### src/rtl/core/assert_macros.svh
// ----------------------------------------------------------------------------
// assertion macros shared by the rtl
// clocked property checks, disabled while the active-low reset is asserted
// ----------------------------------------------------------------------------
`ifndef ASSERT_MACROS_SVH
`define ASSERT_MACROS_SVH

// property must hold at every rising edge outside reset
`define ASSERT_PROP(label, clk, rstn, prop) \
    label: assert property (@(posedge clk) disable iff (!(rstn)) (prop)) \
        else $error("%m: property failed");

// expression must never be true outside reset
`define ASSERT_NEVER(label, clk, rstn, expr) \
    label: assert property (@(posedge clk) disable iff (!(rstn)) !(expr)) \
        else $error("%m: forbidden condition seen");

`endif

### src/rtl/core/xsmr_pkg.sv
// ----------------------------------------------------------------------------
// xsmr_pkg
// shared types and constants of the xml subset message recognizer
// ----------------------------------------------------------------------------
package xsmr_pkg;

    // message buffer depth and derived field widths
    localparam int BUF_DEPTH = 8192;
    localparam int INDEX_W   = 13;
    localparam int LENGTH_W  = 14;

    typedef enum logic {
        OP_DATA  = 1'b0,
        OP_FLUSH = 1'b1
    } opcode_t;

    typedef enum logic [1:0] {
        ST_IDLE    = 2'd0,
        ST_DONE    = 2'd1,
        ST_SYNTAX  = 2'd2,
        ST_OVERRUN = 2'd3
    } status_t;

    // byte classes seen by the grammar
    typedef enum logic [3:0] {
        CL_OTHER,
        CL_LETTER,
        CL_SPACE,
        CL_WHITE,
        CL_LT,
        CL_GT,
        CL_SLASH,
        CL_EQ,
        CL_QUOTE
    } class_t;

    typedef struct packed {
        opcode_t    opcode;
        logic [7:0] data_byte;
        class_t     cls;
    } item_t;

endpackage

### src/rtl/core/xsmr_front.sv
// ----------------------------------------------------------------------------
// xsmr_front
// accepts input transactions, classifies the byte and registers the item
// ----------------------------------------------------------------------------
module xsmr_front (
    input  logic                 aclk,
    input  logic                 aresetn,
    input  logic                 s_valid,
    output logic                 s_ready,
    input  logic                 s_opcode,
    input  logic [7:0]           s_data_byte,
    output logic                 f_valid,
    input  logic                 f_ready,
    output xsmr_pkg::item_t      f_item
);

    logic                  valid_reg;
    logic                  valid_next;
    xsmr_pkg::item_t       item_reg;
    xsmr_pkg::item_t       item_next;
    xsmr_pkg::class_t      cls;

    // byte classification
    always_comb begin
        if (s_data_byte inside {[8'h41:8'h5A], [8'h61:8'h7A]}) begin
            cls = xsmr_pkg::CL_LETTER;
        end else if (s_data_byte == 8'h20) begin
            cls = xsmr_pkg::CL_SPACE;
        end else if (s_data_byte inside {[8'h09:8'h0D]}) begin
            cls = xsmr_pkg::CL_WHITE;
        end else if (s_data_byte == 8'h3C) begin
            cls = xsmr_pkg::CL_LT;
        end else if (s_data_byte == 8'h3E) begin
            cls = xsmr_pkg::CL_GT;
        end else if (s_data_byte == 8'h2F) begin
            cls = xsmr_pkg::CL_SLASH;
        end else if (s_data_byte == 8'h3D) begin
            cls = xsmr_pkg::CL_EQ;
        end else if (s_data_byte == 8'h22) begin
            cls = xsmr_pkg::CL_QUOTE;
        end else begin
            cls = xsmr_pkg::CL_OTHER;
        end
    end

    assign s_ready = !valid_reg || f_ready;

    always_comb begin
        valid_next = valid_reg;
        item_next  = item_reg;
        if (s_ready) begin
            valid_next = s_valid;
            if (s_valid) begin
                item_next.opcode    = xsmr_pkg::opcode_t'(s_opcode);
                item_next.data_byte = s_data_byte;
                item_next.cls       = cls;
            end
        end
    end

    always_ff @(posedge aclk) begin
        if (!aresetn) begin
            valid_reg <= 1'b0;
        end else begin
            valid_reg <= valid_next;
        end
        item_reg <= item_next;
    end

    assign f_valid = valid_reg;
    assign f_item  = item_reg;

endmodule

### src/rtl/core/xsmr_queue.sv
// ----------------------------------------------------------------------------
// xsmr_queue
// two-entry queue of classified items between front and back
// ----------------------------------------------------------------------------
module xsmr_queue (
    input  logic                 aclk,
    input  logic                 aresetn,
    input  logic                 wr_valid,
    output logic                 wr_ready,
    input  xsmr_pkg::item_t      wr_item,
    output logic                 rd_valid,
    input  logic                 rd_ready,
    output xsmr_pkg::item_t      rd_item
);

    xsmr_pkg::item_t entry_reg [2];
    logic            wr_ptr_reg;
    logic            wr_ptr_next;
    logic            rd_ptr_reg;
    logic            rd_ptr_next;
    logic [1:0]      count_reg;
    logic [1:0]      count_next;
    logic            push;
    logic            pop;

    assign wr_ready = (count_reg != 2'd2);
    assign rd_valid = (count_reg != 2'd0);
    assign push     = wr_valid && wr_ready;
    assign pop      = rd_valid && rd_ready;
    assign rd_item  = entry_reg[rd_ptr_reg];

    always_comb begin
        wr_ptr_next = push ? !wr_ptr_reg : wr_ptr_reg;
        rd_ptr_next = pop ? !rd_ptr_reg : rd_ptr_reg;
        count_next  = count_reg;
        if (push && !pop) begin
            count_next = count_reg + 2'd1;
        end else if (pop && !push) begin
            count_next = count_reg - 2'd1;
        end
    end

    always_ff @(posedge aclk) begin
        if (!aresetn) begin
            wr_ptr_reg <= 1'b0;
            rd_ptr_reg <= 1'b0;
            count_reg  <= 2'd0;
        end else begin
            wr_ptr_reg <= wr_ptr_next;
            rd_ptr_reg <= rd_ptr_next;
            count_reg  <= count_next;
        end
        if (push) begin
            entry_reg[wr_ptr_reg] <= wr_item;
        end
    end

endmodule

### src/rtl/core/xsmr_back.sv
// ----------------------------------------------------------------------------
// xsmr_back
// grammar state machine, byte counter and registered result stage
// ----------------------------------------------------------------------------
`include "assert_macros.svh"

module xsmr_back (
    input  logic                              aclk,
    input  logic                              aresetn,
    input  logic                              q_valid,
    output logic                              q_ready,
    input  xsmr_pkg::item_t                   q_item,
    output logic                              m_valid,
    input  logic                              m_ready,
    output logic                              m_store_valid,
    output logic [xsmr_pkg::INDEX_W-1:0]      m_store_index,
    output logic [7:0]                        m_store_byte,
    output logic [1:0]                        m_status,
    output logic [xsmr_pkg::LENGTH_W-1:0]     m_message_length
);

    typedef enum logic [4:0] {
        S_WAIT    = 5'd0,
        S_TAG1    = 5'd1,
        S_TAG     = 5'd2,
        S_ASTART  = 5'd3,
        S_ANAME   = 5'd4,
        S_VFIRST  = 5'd5,
        S_VQ      = 5'd6,
        S_AFTERQ  = 5'd7,
        S_VU      = 5'd8,
        S_SUBOPEN = 5'd9,
        S_SUBFST  = 5'd10,
        S_STAG    = 5'd11,
        S_SASTART = 5'd12,
        S_SANAME  = 5'd13,
        S_SVFIRST = 5'd14,
        S_SVQ     = 5'd15,
        S_SAFTERQ = 5'd16,
        S_SVU     = 5'd17,
        S_SSLASH  = 5'd18,
        S_PCLOSE  = 5'd19,
        S_PSLASH  = 5'd20,
        S_DONE    = 5'd21,
        S_ERR     = 5'd22,
        S_OVR     = 5'd23
    } state_t;

    state_t                          state_reg;
    state_t                          state_next;
    logic [xsmr_pkg::LENGTH_W-1:0]   count_reg;
    logic [xsmr_pkg::LENGTH_W-1:0]   count_next;
    logic                            valid_reg;
    logic                            valid_next;
    logic                            store_valid_reg;
    logic                            store_valid_next;
    logic [xsmr_pkg::INDEX_W-1:0]    store_index_reg;
    logic [xsmr_pkg::INDEX_W-1:0]    store_index_next;
    logic [7:0]                      store_byte_reg;
    logic [7:0]                      store_byte_next;
    xsmr_pkg::status_t               status_reg;
    xsmr_pkg::status_t               status_next;
    logic [xsmr_pkg::LENGTH_W-1:0]   length_reg;
    logic [xsmr_pkg::LENGTH_W-1:0]   length_next;

    state_t                          nx;
    logic                            store;
    logic                            err;
    logic                            is_white;
    logic [xsmr_pkg::LENGTH_W-1:0]   base;
    logic                            pop;
    logic                            flush;

    assign q_ready  = !valid_reg || m_ready;
    assign pop      = q_valid && q_ready;
    assign flush    = (q_item.opcode == xsmr_pkg::OP_FLUSH);
    assign is_white = (q_item.cls == xsmr_pkg::CL_SPACE) ||
                      (q_item.cls == xsmr_pkg::CL_WHITE);

    // grammar transition for one data byte
    always_comb begin
        nx    = state_reg;
        store = 1'b1;
        err   = 1'b0;
        case (state_reg)
            S_WAIT: begin
                if (q_item.cls == xsmr_pkg::CL_LT) nx = S_TAG1;
                else store = 1'b0;
            end
            S_TAG1: begin
                if (q_item.cls == xsmr_pkg::CL_LETTER) nx = S_TAG;
                else err = 1'b1;
            end
            S_TAG: begin
                case (q_item.cls)
                    xsmr_pkg::CL_LETTER: nx = S_TAG;
                    xsmr_pkg::CL_SLASH:  nx = S_PSLASH;
                    xsmr_pkg::CL_SPACE:  nx = S_ASTART;
                    xsmr_pkg::CL_GT:     nx = S_SUBOPEN;
                    default:             err = 1'b1;
                endcase
            end
            S_ASTART, S_SASTART: begin
                if (is_white) store = 1'b0;
                else if (q_item.cls == xsmr_pkg::CL_LETTER)
                    nx = (state_reg == S_ASTART) ? S_ANAME : S_SANAME;
                else err = 1'b1;
            end
            S_ANAME, S_SANAME: begin
                if (q_item.cls == xsmr_pkg::CL_LETTER) nx = state_reg;
                else if (q_item.cls == xsmr_pkg::CL_EQ)
                    nx = (state_reg == S_ANAME) ? S_VFIRST : S_SVFIRST;
                else err = 1'b1;
            end
            S_VFIRST: nx = (q_item.cls == xsmr_pkg::CL_QUOTE) ? S_VQ : S_VU;
            S_SVFIRST: nx = (q_item.cls == xsmr_pkg::CL_QUOTE) ? S_SVQ : S_SVU;
            S_VQ: begin
                if (q_item.cls == xsmr_pkg::CL_QUOTE) nx = S_AFTERQ;
            end
            S_SVQ: begin
                if (q_item.cls == xsmr_pkg::CL_QUOTE) nx = S_SAFTERQ;
            end
            S_AFTERQ: begin
                case (q_item.cls)
                    xsmr_pkg::CL_SLASH: nx = S_PSLASH;
                    xsmr_pkg::CL_GT:    nx = S_SUBOPEN;
                    xsmr_pkg::CL_SPACE: nx = S_ASTART;
                    default:            err = 1'b1;
                endcase
            end
            S_VU: begin
                case (q_item.cls)
                    xsmr_pkg::CL_SLASH: nx = S_PSLASH;
                    xsmr_pkg::CL_GT:    nx = S_SUBOPEN;
                    xsmr_pkg::CL_SPACE: nx = S_ASTART;
                    default:            nx = S_VU;
                endcase
            end
            S_SUBOPEN: begin
                if (q_item.cls == xsmr_pkg::CL_LT) nx = S_SUBFST;
                else err = 1'b1;
            end
            S_SUBFST: begin
                if (q_item.cls == xsmr_pkg::CL_SLASH) nx = S_PCLOSE;
                else if (q_item.cls == xsmr_pkg::CL_LETTER) nx = S_STAG;
                else err = 1'b1;
            end
            S_STAG: begin
                case (q_item.cls)
                    xsmr_pkg::CL_LETTER: nx = S_STAG;
                    xsmr_pkg::CL_SPACE:  nx = S_SASTART;
                    xsmr_pkg::CL_SLASH:  nx = S_SSLASH;
                    default:             err = 1'b1;
                endcase
            end
            S_SAFTERQ: begin
                case (q_item.cls)
                    xsmr_pkg::CL_SLASH: nx = S_SSLASH;
                    xsmr_pkg::CL_SPACE: nx = S_SASTART;
                    default:            err = 1'b1;
                endcase
            end
            S_SVU: begin
                case (q_item.cls)
                    xsmr_pkg::CL_SLASH: nx = S_SSLASH;
                    xsmr_pkg::CL_SPACE: nx = S_SASTART;
                    xsmr_pkg::CL_GT:    err = 1'b1;
                    default:            nx = S_SVU;
                endcase
            end
            S_SSLASH: begin
                if (q_item.cls == xsmr_pkg::CL_GT) nx = S_SUBOPEN;
                else err = 1'b1;
            end
            S_PCLOSE: begin
                if (q_item.cls == xsmr_pkg::CL_GT) nx = S_DONE;
            end
            S_PSLASH: begin
                if (q_item.cls == xsmr_pkg::CL_GT) nx = S_DONE;
                else err = 1'b1;
            end
            S_DONE, S_OVR: begin
                store = 1'b0;
                nx    = S_OVR;
            end
            default: begin
                store = 1'b0;
                nx    = S_ERR;
            end
        endcase
    end

    // apply flush, error, buffer limit and build the result
    always_comb begin
        state_next       = state_reg;
        count_next       = count_reg;
        valid_next       = valid_reg;
        store_valid_next = store_valid_reg;
        store_index_next = store_index_reg;
        store_byte_next  = store_byte_reg;
        status_next      = status_reg;
        length_next      = length_reg;
        base             = (state_reg == S_WAIT) ? '0 : count_reg;

        if (q_ready) begin
            valid_next = q_valid;
        end
        if (pop) begin
            store_valid_next = 1'b0;
            store_index_next = '0;
            store_byte_next  = '0;
            status_next      = xsmr_pkg::ST_IDLE;
            length_next      = '0;
            if (flush) begin
                state_next = S_WAIT;
                count_next = '0;
            end else begin
                state_next = nx;
                count_next = base;
                if (err) begin
                    state_next = S_ERR;
                end else if (store &&
                             base >= xsmr_pkg::LENGTH_W'(xsmr_pkg::BUF_DEPTH)) begin
                    state_next = S_OVR;
                end else if (store) begin
                    store_valid_next = 1'b1;
                    store_index_next = base[xsmr_pkg::INDEX_W-1:0];
                    store_byte_next  = q_item.data_byte;
                    count_next       = base + xsmr_pkg::LENGTH_W'(1);
                end
                case (state_next)
                    S_ERR:   status_next = xsmr_pkg::ST_SYNTAX;
                    S_OVR:   status_next = xsmr_pkg::ST_OVERRUN;
                    S_DONE:  status_next = xsmr_pkg::ST_DONE;
                    default: status_next = xsmr_pkg::ST_IDLE;
                endcase
                if (state_next == S_DONE) begin
                    length_next = count_next;
                end
            end
        end
    end

    always_ff @(posedge aclk) begin
        if (!aresetn) begin
            state_reg <= S_WAIT;
            count_reg <= '0;
            valid_reg <= 1'b0;
        end else begin
            state_reg <= state_next;
            count_reg <= count_next;
            valid_reg <= valid_next;
        end
        store_valid_reg <= store_valid_next;
        store_index_reg <= store_index_next;
        store_byte_reg  <= store_byte_next;
        status_reg      <= status_next;
        length_reg      <= length_next;
    end

    assign m_valid          = valid_reg;
    assign m_store_valid    = store_valid_reg;
    assign m_store_index    = store_index_reg;
    assign m_store_byte     = store_byte_reg;
    assign m_status         = status_reg;
    assign m_message_length = length_reg;

    `ASSERT_PROP(a_done_has_length, aclk, aresetn,
        (valid_reg && status_reg == xsmr_pkg::ST_DONE) |-> (length_reg != '0))
    `ASSERT_PROP(a_flush_clears, aclk, aresetn,
        (pop && flush) |=> (state_reg == S_WAIT && count_reg == '0))
    `ASSERT_PROP(a_after_done_overrun, aclk, aresetn,
        (pop && !flush && state_reg == S_DONE) |=> (state_reg == S_OVR))
    `ASSERT_NEVER(a_count_in_range, aclk, aresetn,
        count_reg > xsmr_pkg::LENGTH_W'(xsmr_pkg::BUF_DEPTH))

endmodule

### src/rtl/core/xml_subset_message_recognizer.sv
// ----------------------------------------------------------------------------
// xml_subset_message_recognizer
// byte-serial recognizer for one message of a restricted xml subset
// ----------------------------------------------------------------------------
// every input transaction (a data byte or a flush) gives exactly one result
// transaction. a data byte that belongs to the message comes back with its
// buffer index so the caller can store it; bytes before the opening '<' and
// whitespace before an attribute name come back with no store. the result
// that ends the message reports status complete and the message length.
// grammar violations report syntax error and bytes after completion or past
// the buffer depth report overrun; both stick until a flush. the block takes
// one transaction per cycle sustained while the result channel is not
// stalled; the grammar step in the back end is combinational. the result
// transaction for a byte passes the front register, the queue and the result
// register before it is offered.
module xml_subset_message_recognizer (
    input  logic                              aclk,
    input  logic                              aresetn,
    // input channel
    input  logic                              s_valid,
    output logic                              s_ready,
    input  logic                              s_opcode,
    input  logic [7:0]                        s_data_byte,
    // result channel
    output logic                              m_valid,
    input  logic                              m_ready,
    output logic                              m_store_valid,
    output logic [xsmr_pkg::INDEX_W-1:0]      m_store_index,
    output logic [7:0]                        m_store_byte,
    output logic [1:0]                        m_status,
    output logic [xsmr_pkg::LENGTH_W-1:0]     m_message_length
);

    // front to queue
    logic                f_valid;
    logic                f_ready;
    xsmr_pkg::item_t     f_item;
    // queue to back
    logic                q_valid;
    logic                q_ready;
    xsmr_pkg::item_t     q_item;

    // front end: accepts the transaction and classifies the byte
    xsmr_front u_front (
        .aclk        (aclk),
        .aresetn     (aresetn),
        .s_valid     (s_valid),
        .s_ready     (s_ready),
        .s_opcode    (s_opcode),
        .s_data_byte (s_data_byte),
        .f_valid     (f_valid),
        .f_ready     (f_ready),
        .f_item      (f_item)
    );

    // short queue so front and back stall independently
    xsmr_queue u_queue (
        .aclk     (aclk),
        .aresetn  (aresetn),
        .wr_valid (f_valid),
        .wr_ready (f_ready),
        .wr_item  (f_item),
        .rd_valid (q_valid),
        .rd_ready (q_ready),
        .rd_item  (q_item)
    );

    // back end: grammar state machine, byte counter, result register
    xsmr_back u_back (
        .aclk             (aclk),
        .aresetn          (aresetn),
        .q_valid          (q_valid),
        .q_ready          (q_ready),
        .q_item           (q_item),
        .m_valid          (m_valid),
        .m_ready          (m_ready),
        .m_store_valid    (m_store_valid),
        .m_store_index    (m_store_index),
        .m_store_byte     (m_store_byte),
        .m_status         (m_status),
        .m_message_length (m_message_length)
    );

endmodule
### config.mk
export PLATFORM = sky130hd
export DESIGN_NAME = xml_subset_message_recognizer
export DESIGN_NICKNAME = d
export VERILOG_FILES = /design/src/rtl/core/xsmr_pkg.sv /design/src/rtl/core/xsmr_front.sv /design/src/rtl/core/xsmr_queue.sv /design/src/rtl/core/xsmr_back.sv /design/src/rtl/core/xml_subset_message_recognizer.sv
export VERILOG_INCLUDE_DIRS = /design/src /design/src/rtl/core
export SDC_FILE = /design/constraint.sdc
export NUM_CORES = 1
export LEC_CHECK = 0
export BUFFER_PORTS_ARGS = -buffer_cell sky130_fd_sc_hd__buf_2
export CAP_MARGIN = 20
export CORE_UTILIZATION = 54
export CTS_CLUSTER_SIZE = 40
export DETAILED_ROUTE_END_ITERATION = 12
export PLACE_DENSITY = 0.85
export SLEW_MARGIN = 40
export SYNTH_ARGS = -nofsm -noshare
export SYNTH_HDL_FRONTEND = slang
export SYNTH_SLANG_ARGS = --single-unit
### constraint.sdc
create_clock -name aclk -period 3.57 [get_ports aclk]
set_clock_uncertainty 0.05 [all_clocks]
set_input_delay 0.714 -clock aclk [delete_from_list [all_inputs] [get_ports aclk]]
set_output_delay 0.714 -clock aclk [all_outputs]
set_load 0.05 [all_outputs]
## Word-level counts from Yosys, hierarchy flattened

Memory sizes are Yosys's and may differ from the RTL's. A register that Yosys moved wholly into a read port is not among the register bits.
Cells that the tools add are included.

| operators by class | value |
|---|---|
| equal/unequal tests | 40 |
| reductions and logical operators | 37 |
| bitwise logic cells | 2 |
| add/sub/neg operators | 3 |
| multiplexer cells | 65 |
| $lt $le $gt $ge | 7 |

Operators with widths:

| cell | count |
|---|---|
| $mux W5 | 19 |
| $pmux W5 S19 | 1 |
| $mux W14 | 5 |
| $pmux W5 S3 | 4 |
| $eq A5 B5 Y1 const B | 10 |
| $eq A8 B6 Y1 const B | 6 |
| $eq A5 B4 Y1 const B | 8 |
| $eq A5 B3 Y1 const B | 4 |
| $pmux W5 S4 | 1 |
| $mux W1 | 19 |
| $reduce_or A18 Y1 | 1 |
| $eq A4 B3 Y1 const B | 4 |
| $ge A8 B7 Y1 const B | 2 |
| $le A8 B7 Y1 const B | 2 |
| $mux W4 | 4 |
| $add A14 B1 Y14 const B | 1 |
| $ge A14 B14 Y1 const B | 1 |
| $reduce_or A2 Y1 | 7 |
| $mux W3 | 4 |
| $reduce_or A3 Y1 | 4 |
| $pmux W1 S11 | 1 |
| $eq A5 B2 Y1 const B | 2 |
| $pmux W5 S2 | 1 |
| $eq A4 B2 Y1 const B | 2 |
| 20 further kinds | 41 |

| storage, ports and cells | value |
|---|---|
| input port bits | 13 |
| memories kept | 1 |
| output and inout port bits | 40 |
| logic and storage cells | 172 |
| bits in writable memories | 26 |
| bits in registers | 76 |

Memories:

| name | depth | bits a word | rd ports | clocked after Yosys merged registers in | wr ports | RTL line | source |
|---|---|---|---|---|---|---|---|
| u_queue.entry_reg | 2 | 13 | 1 | 1 | 1 | xsmr_queue.sv:16 | `xsmr_pkg::item_t entry_reg [2];` |

## Logic depth before layout (Yosys ltp)

| logic depth | value |
|---|---|
| word-level depth | 12 |
| depth in mapped cells | 13 |
| depth with buffers taken out | 9 |

## By module

Synthesis repeated with hierarchy kept, for this count alone.

| second synthesis, totals | value |
|---|---|
| cell total of the unflattened synthesis | 588 |
| area total of the unflattened synthesis | 5950.7 um^2 |

Modules (own cells, without submodules):

| module | instances | seq. area each (um^2) | cells each | area each (um^2) |
|---|---|---|---|---|
| xsmr_back | 1 | 1541.5 | 472 | 4127.7 |
| xsmr_queue | 1 | 880.8 | 64 | 1174.9 |
| xsmr_front | 1 | 410.4 | 52 | 648.1 |

## Worst setup path after synthesis

Ideal clock, no wire load.

| timing path | value |
|---|---|
| path type | input-to-reg |
| start point | in m_ready |
| end point | reg u_back.count_reg[5] (netlist bit) |
| buffers on the path | 1 |
| path slack | 0.114 ns |
| data required time | 3.446 ns |
| library setup time | 0.074 ns |
| stages | 7 |
| data arrival time | 3.332 ns |
| path through | nor2b_1 > or2_2 > inv_1 > clkbuf_1 > nand2_1 > or4_1 > a31oi_1 |

| on the way | value |
|---|---|
| longest elaborated chain between the ends | 2 |

RTL lines:

| what | RTL line | source |
|---|---|---|
| from (decl) | xml_subset_message_recognizer.sv:26 | `input logic m_ready,` |
| $logic_or A1 B1 Y1 | xsmr_back.sv:74 | `assign q_ready = !valid_reg \|\| m_ready;` |
| $logic_and A1 B1 Y1 | xsmr_back.sv:75 | `assign pop = q_valid && q_ready;` |
| named net u_back.pop | xsmr_back.sv:71 | `logic pop;` |
| to (signal assigned) | xsmr_back.sv:251 | `count_reg <= count_next;` |
| to (decl) | xsmr_back.sv:51 | `logic [xsmr_pkg::LENGTH_W-1:0] count_reg;` |

The timed path passes the listed nets, and every way through them passes these cells.
A chain may end at the register's enable or synchronous reset.

## Worst setup path in the final report

| timing path | value |
|---|---|
| start point | reg u_back.state_reg[1] |
| end point | reg u_back.length_reg, in the netlist u_back.m_message_length[6], data pin |

| on the way | value |
|---|---|
| elaborated cells between the ends (all ways) | 66 |
| those cells by class | 1 x add/sub; 1 x order compare; 23 x eq/ne; 31 x mux; 1 x bitwise; 9 x reduce/logical |

RTL lines:

| what | RTL line | source |
|---|---|---|
| from (decl) | xsmr_back.sv:49 | `state_t state_reg;` |
| from (signal assigned) | xsmr_back.sv:250 | `state_reg <= state_next;` |
| $logic_not A5 Y1 (*) | xsmr_back.sv:203 | `base = (state_reg == S_WAIT) ? '0 : count_reg;` |
| $mux W14 (*) | xsmr_back.sv:203 |  |
| named net u_back.base (one bit) | xsmr_back.sv:70 | `logic [xsmr_pkg::LENGTH_W-1:0] base;` |
| $ge A14 B14 Y1 | xsmr_back.sv:223 | `base >= xsmr_pkg::LENGTH_W'(xsmr_pkg::BUF_DEPTH)) begin` |
| $logic_and A1 B1 Y1 | xsmr_back.sv:222 | `end else if (store &&` |
| $mux W5 | xsmr_back.sv:222 |  |
| $mux W5 | xsmr_back.sv:220 | `if (err) begin` |
| $mux W5 | xsmr_back.sv:214 | `if (flush) begin` |
| $mux W5 | xsmr_back.sv:208 | `if (pop) begin` |
| $eq A5 B5 Y1 | xsmr_back.sv:237 | `if (state_next == S_DONE) begin` |
| $not A1 Y1 (no line) | -- |  |
| $reduce_or A2 Y1 (no line) | -- |  |
| to (signal assigned) | xsmr_back.sv:258 | `length_reg <= length_next;` |
| to (decl) | xsmr_back.sv:63 | `logic [xsmr_pkg::LENGTH_W-1:0] length_reg;` |

The timed path passes the listed nets; every way through them passes the cells marked *. The select of a mux whose other input is x is not followed.

==> impl_metrics.yaml <==
critical_path:
  worstPathMaxFanout: 21
  start_kind: "flop"
  required_ns: 3.66
  worst-endpoint-arrival_ns: 3.49
  endpoint_kind: "flop"
  path_class: "flop to flop"
logic_synthesis:
  ys_seq_area_share_pct: 46.6
  synth-warning-count: 0
  postSynthNetCount: 609
  synth_top_family_by_area: "simple AND/OR/NAND/NOR gates"
  synth_cell_type_count: 85
  post_synth.cell_area_avg_sq_um: 10.2
  synth-simple-area-share_pct: 27.4
  synthesis.instances: 594
  netlist_area_sq_um: 6080
  ys_dominant_reg_cell: "edfxtp_1"
  synthesis_stage_register_bit_count: 103
  synthXorXnorAreaFrac_pct: 2.30
  adder_cell_share_of_the_synthesized_area_pct: 0.411
  asyncSetResetFlopFracSynth_pct: 0
  synth.area.mux_share_pct: 3.06
  synth-edff-count: 77
  area_fraction_in_compound_gates_after_synthesis_pct: 16.0
cts:
  cts_buffers: 9
  cts_hold_buf: 0
  cts.clk_slew.worst_paths_ns: 0.12
  worstSkewPairLatency_ns: 0.38
  numClockSinks: 103
  htree_levels: 3
  cts_root_buffer: "clkbuf_8"
  clk_path_buf_depth: 2
  postCtsResizedCells: 0
  post_cts_buffers: 0
  tritoncts: "done"
route:
  totalWireLength_microns: 16700
  first_pass_iteration_count_of_the_detailed_router: 6
  detailroute.via_count: 5205
  drt_drc_violations_left: 0
  number_of_routed_nets_with_antenna_violations: 0
  route.detailed.wl_per_inst_microns: 20.9
  vias_per_cell: 6.52
  drt_iter0_drc: 582
global_route:
  grt_start_max_net_pins: 32
  grt_pass1_wl_microns: 26300
  grt_pass1_vias: 4872
  track_usage_pct: 29.2
  antenna_found_initial: 0
  grt_overflow_total: 0
final_layout:
  final_cell_mix: "edfxtp_1 (77), buf_2 (52), nor2_1 (40), nand2_1 (40), buf_4 (37)"
  num_antenna_cells: 0
  layout.nets: 668
  largest_register_ffs: 26
  drive_gt1_share_pct: 23.3
  area_growth_pct: 12.6
  layout_commonest_cell: "edfxtp_1"
sta:
  slew-limit-headroom_pct: 42.0
  report.final.hold_viol_count: 0
  timing.setup.tns_ns: 0
  tightest_slew_ns: 0.869
  setup_violations: 0
  max_freq_mhz: 294
  setup_repair_after_global_routing_missed_its_margin: "no"
  final.period_utilization_pct: 95.2
  fin_crit_ns: 3.40
  final-max-slew-violation-count: 0
pwr:
  power.ir.vdd_worst_v: 0.000493
  p_total_mw: 3.98
  p_leak_nw: 2.51
  power-per-cell-area_nw_per_um2: 581
floorplanning:
  die_area_sq_um: 11700
  num_io_pins: 53
  floorplan.initialDensity_pct: 55.9
  core_area_sq_um: 10900
  std_cell_rows: 38
  die-height_microns: 108
  chipWidth_microns: 108
status:
  outcome: "complete, no violations"
placed_design:
  place.port_buffers: 52
  gpl.final_weighted_congestion: 0.970
  place_hpwl_microns: 12200
job:
  max_cap_violations: 0
hold_path:
  min-delay-path-class: "flop to flop"
final cells by class:
class	count	area (sq um)
clock inverters	7	96.3
multi-input cells	435	3000
well taps	140	175
repair buffers	91	578
fillers	893	4030
flip-flops and latches	103	2830
clock buffers	9	124
inverters	13	48.8
stage by stage:
stage | cell area, sq um | util, % | hold slack (ns) | std cells | worst slack [ns]
after floorplan | 6080 | - | 0.371 | 594 | 0.114
after global placement | 6630 | 60.9 | 0.373 | 782 | 0.354
after detailed placement | 6630 | 60.9 | 0.382 | 782 | 0.281
after CTS | 6850 | 63.0 | 0.406 | 798 | 0.278
after global routing | 6850 | 63.0 | 0.421 | 798 | 0.102
final | 6850 | 63.0 | 0.401 | 798 | 0.170
worst max-delay path, cell delays in order, from the launching register on:
cell and delay [ns]:
dfxtp_1 0.89, buf_4 0.28, nor2_1 0.08, nand2_1 0.25
and2_1 0.25, ha_1 0.25, nor2b_1 0.22, nand4_1 0.11
nor4b_1 0.33, buf_4 0.20, xnor2_1 0.18, nor3_2 0.07
path summary, 6_finish.rpt:
check / start / to / cells after the start / slack [ns]
min reg2reg: u_front.f_item[12] / u_queue.entry_reg[0][12] / 0 / 0.40
min: u_front.f_item[12] / u_queue.entry_reg[0][12] / 0 / 0.40
max: u_back.state_reg[1] / u_back.m_message_length[6] / 11 / 0.17
max reg2reg: u_back.state_reg[1] / u_back.m_message_length[6] / 11 / 0.17
report_power, final:
part | leakage (nW) | internal [mW] | switching [mW]
clock | 0.109 | 0.293 | 0.487
combinational | 1.45 | 0.377 | 1.16
sequential | 0.953 | 1.56 | 0.0995
logic make-up (layout without fill, tap and decap cells):
| family | after synthesis | in the layout |
|---|---|---|
| adder cells (fa/ha/maj) | 2 | 2 |
| buffers and inverters | 56 | 120 |
| AO/OA/AOI/OAI | 129 | 129 |
| AND/OR/NAND/NOR | 271 | 271 |
| multiplexers | 17 | 17 |
| flip-flops | 103 | 103 |
| XOR/XNOR | 16 | 16 |
per-layer routing:
layer | wire length, microns | global-route usage, % | vias up
met2 | 7670 | 46.3 | 280
li1 | - | - | 2412
met3 | 1390 | 5.06 | 34
met1 | 7310 | 41.6 | 2479
met4 | 301 | 6.85 | 0
met5 | 0 | 0 | -
cells in the mapped netlist, drive strengths merged (4+ instances only):
master	count	share of area [%]
a211o	5	0.72
a211oi	7	0.95
a21o	5	0.62
a21oi	17	1.4
a221oi	6	1.2
a31oi	11	1.1
and2	9	0.93
and3	27	2.8
and3b	6	0.86
buf	17	1.8
clkbuf	26	1.6
dfxtp	26	8.6
edfxtp	77	38
inv	12	0.74
mux2i	14	2.5
nand2	41	2.6
nand2b	7	0.72
nand3	21	1.7
nand3b	8	0.99
nand4	9	1.0
nand4b	7	1.0
nor2	42	2.6
nor2b	7	0.72
nor3	33	3.5
nor3b	12	1.6
nor4	10	1.1
nor4b	8	1.9
o2111ai	6	1.2
o211ai	5	0.78
o21a	4	0.49
o21ai	26	2.2
o221ai	5	0.72
o22ai	8	0.93
or2	6	0.62
or3	4	0.41
xnor2	9	1.3
xor2	7	1.0
Power figures use the tool's default switching activity.
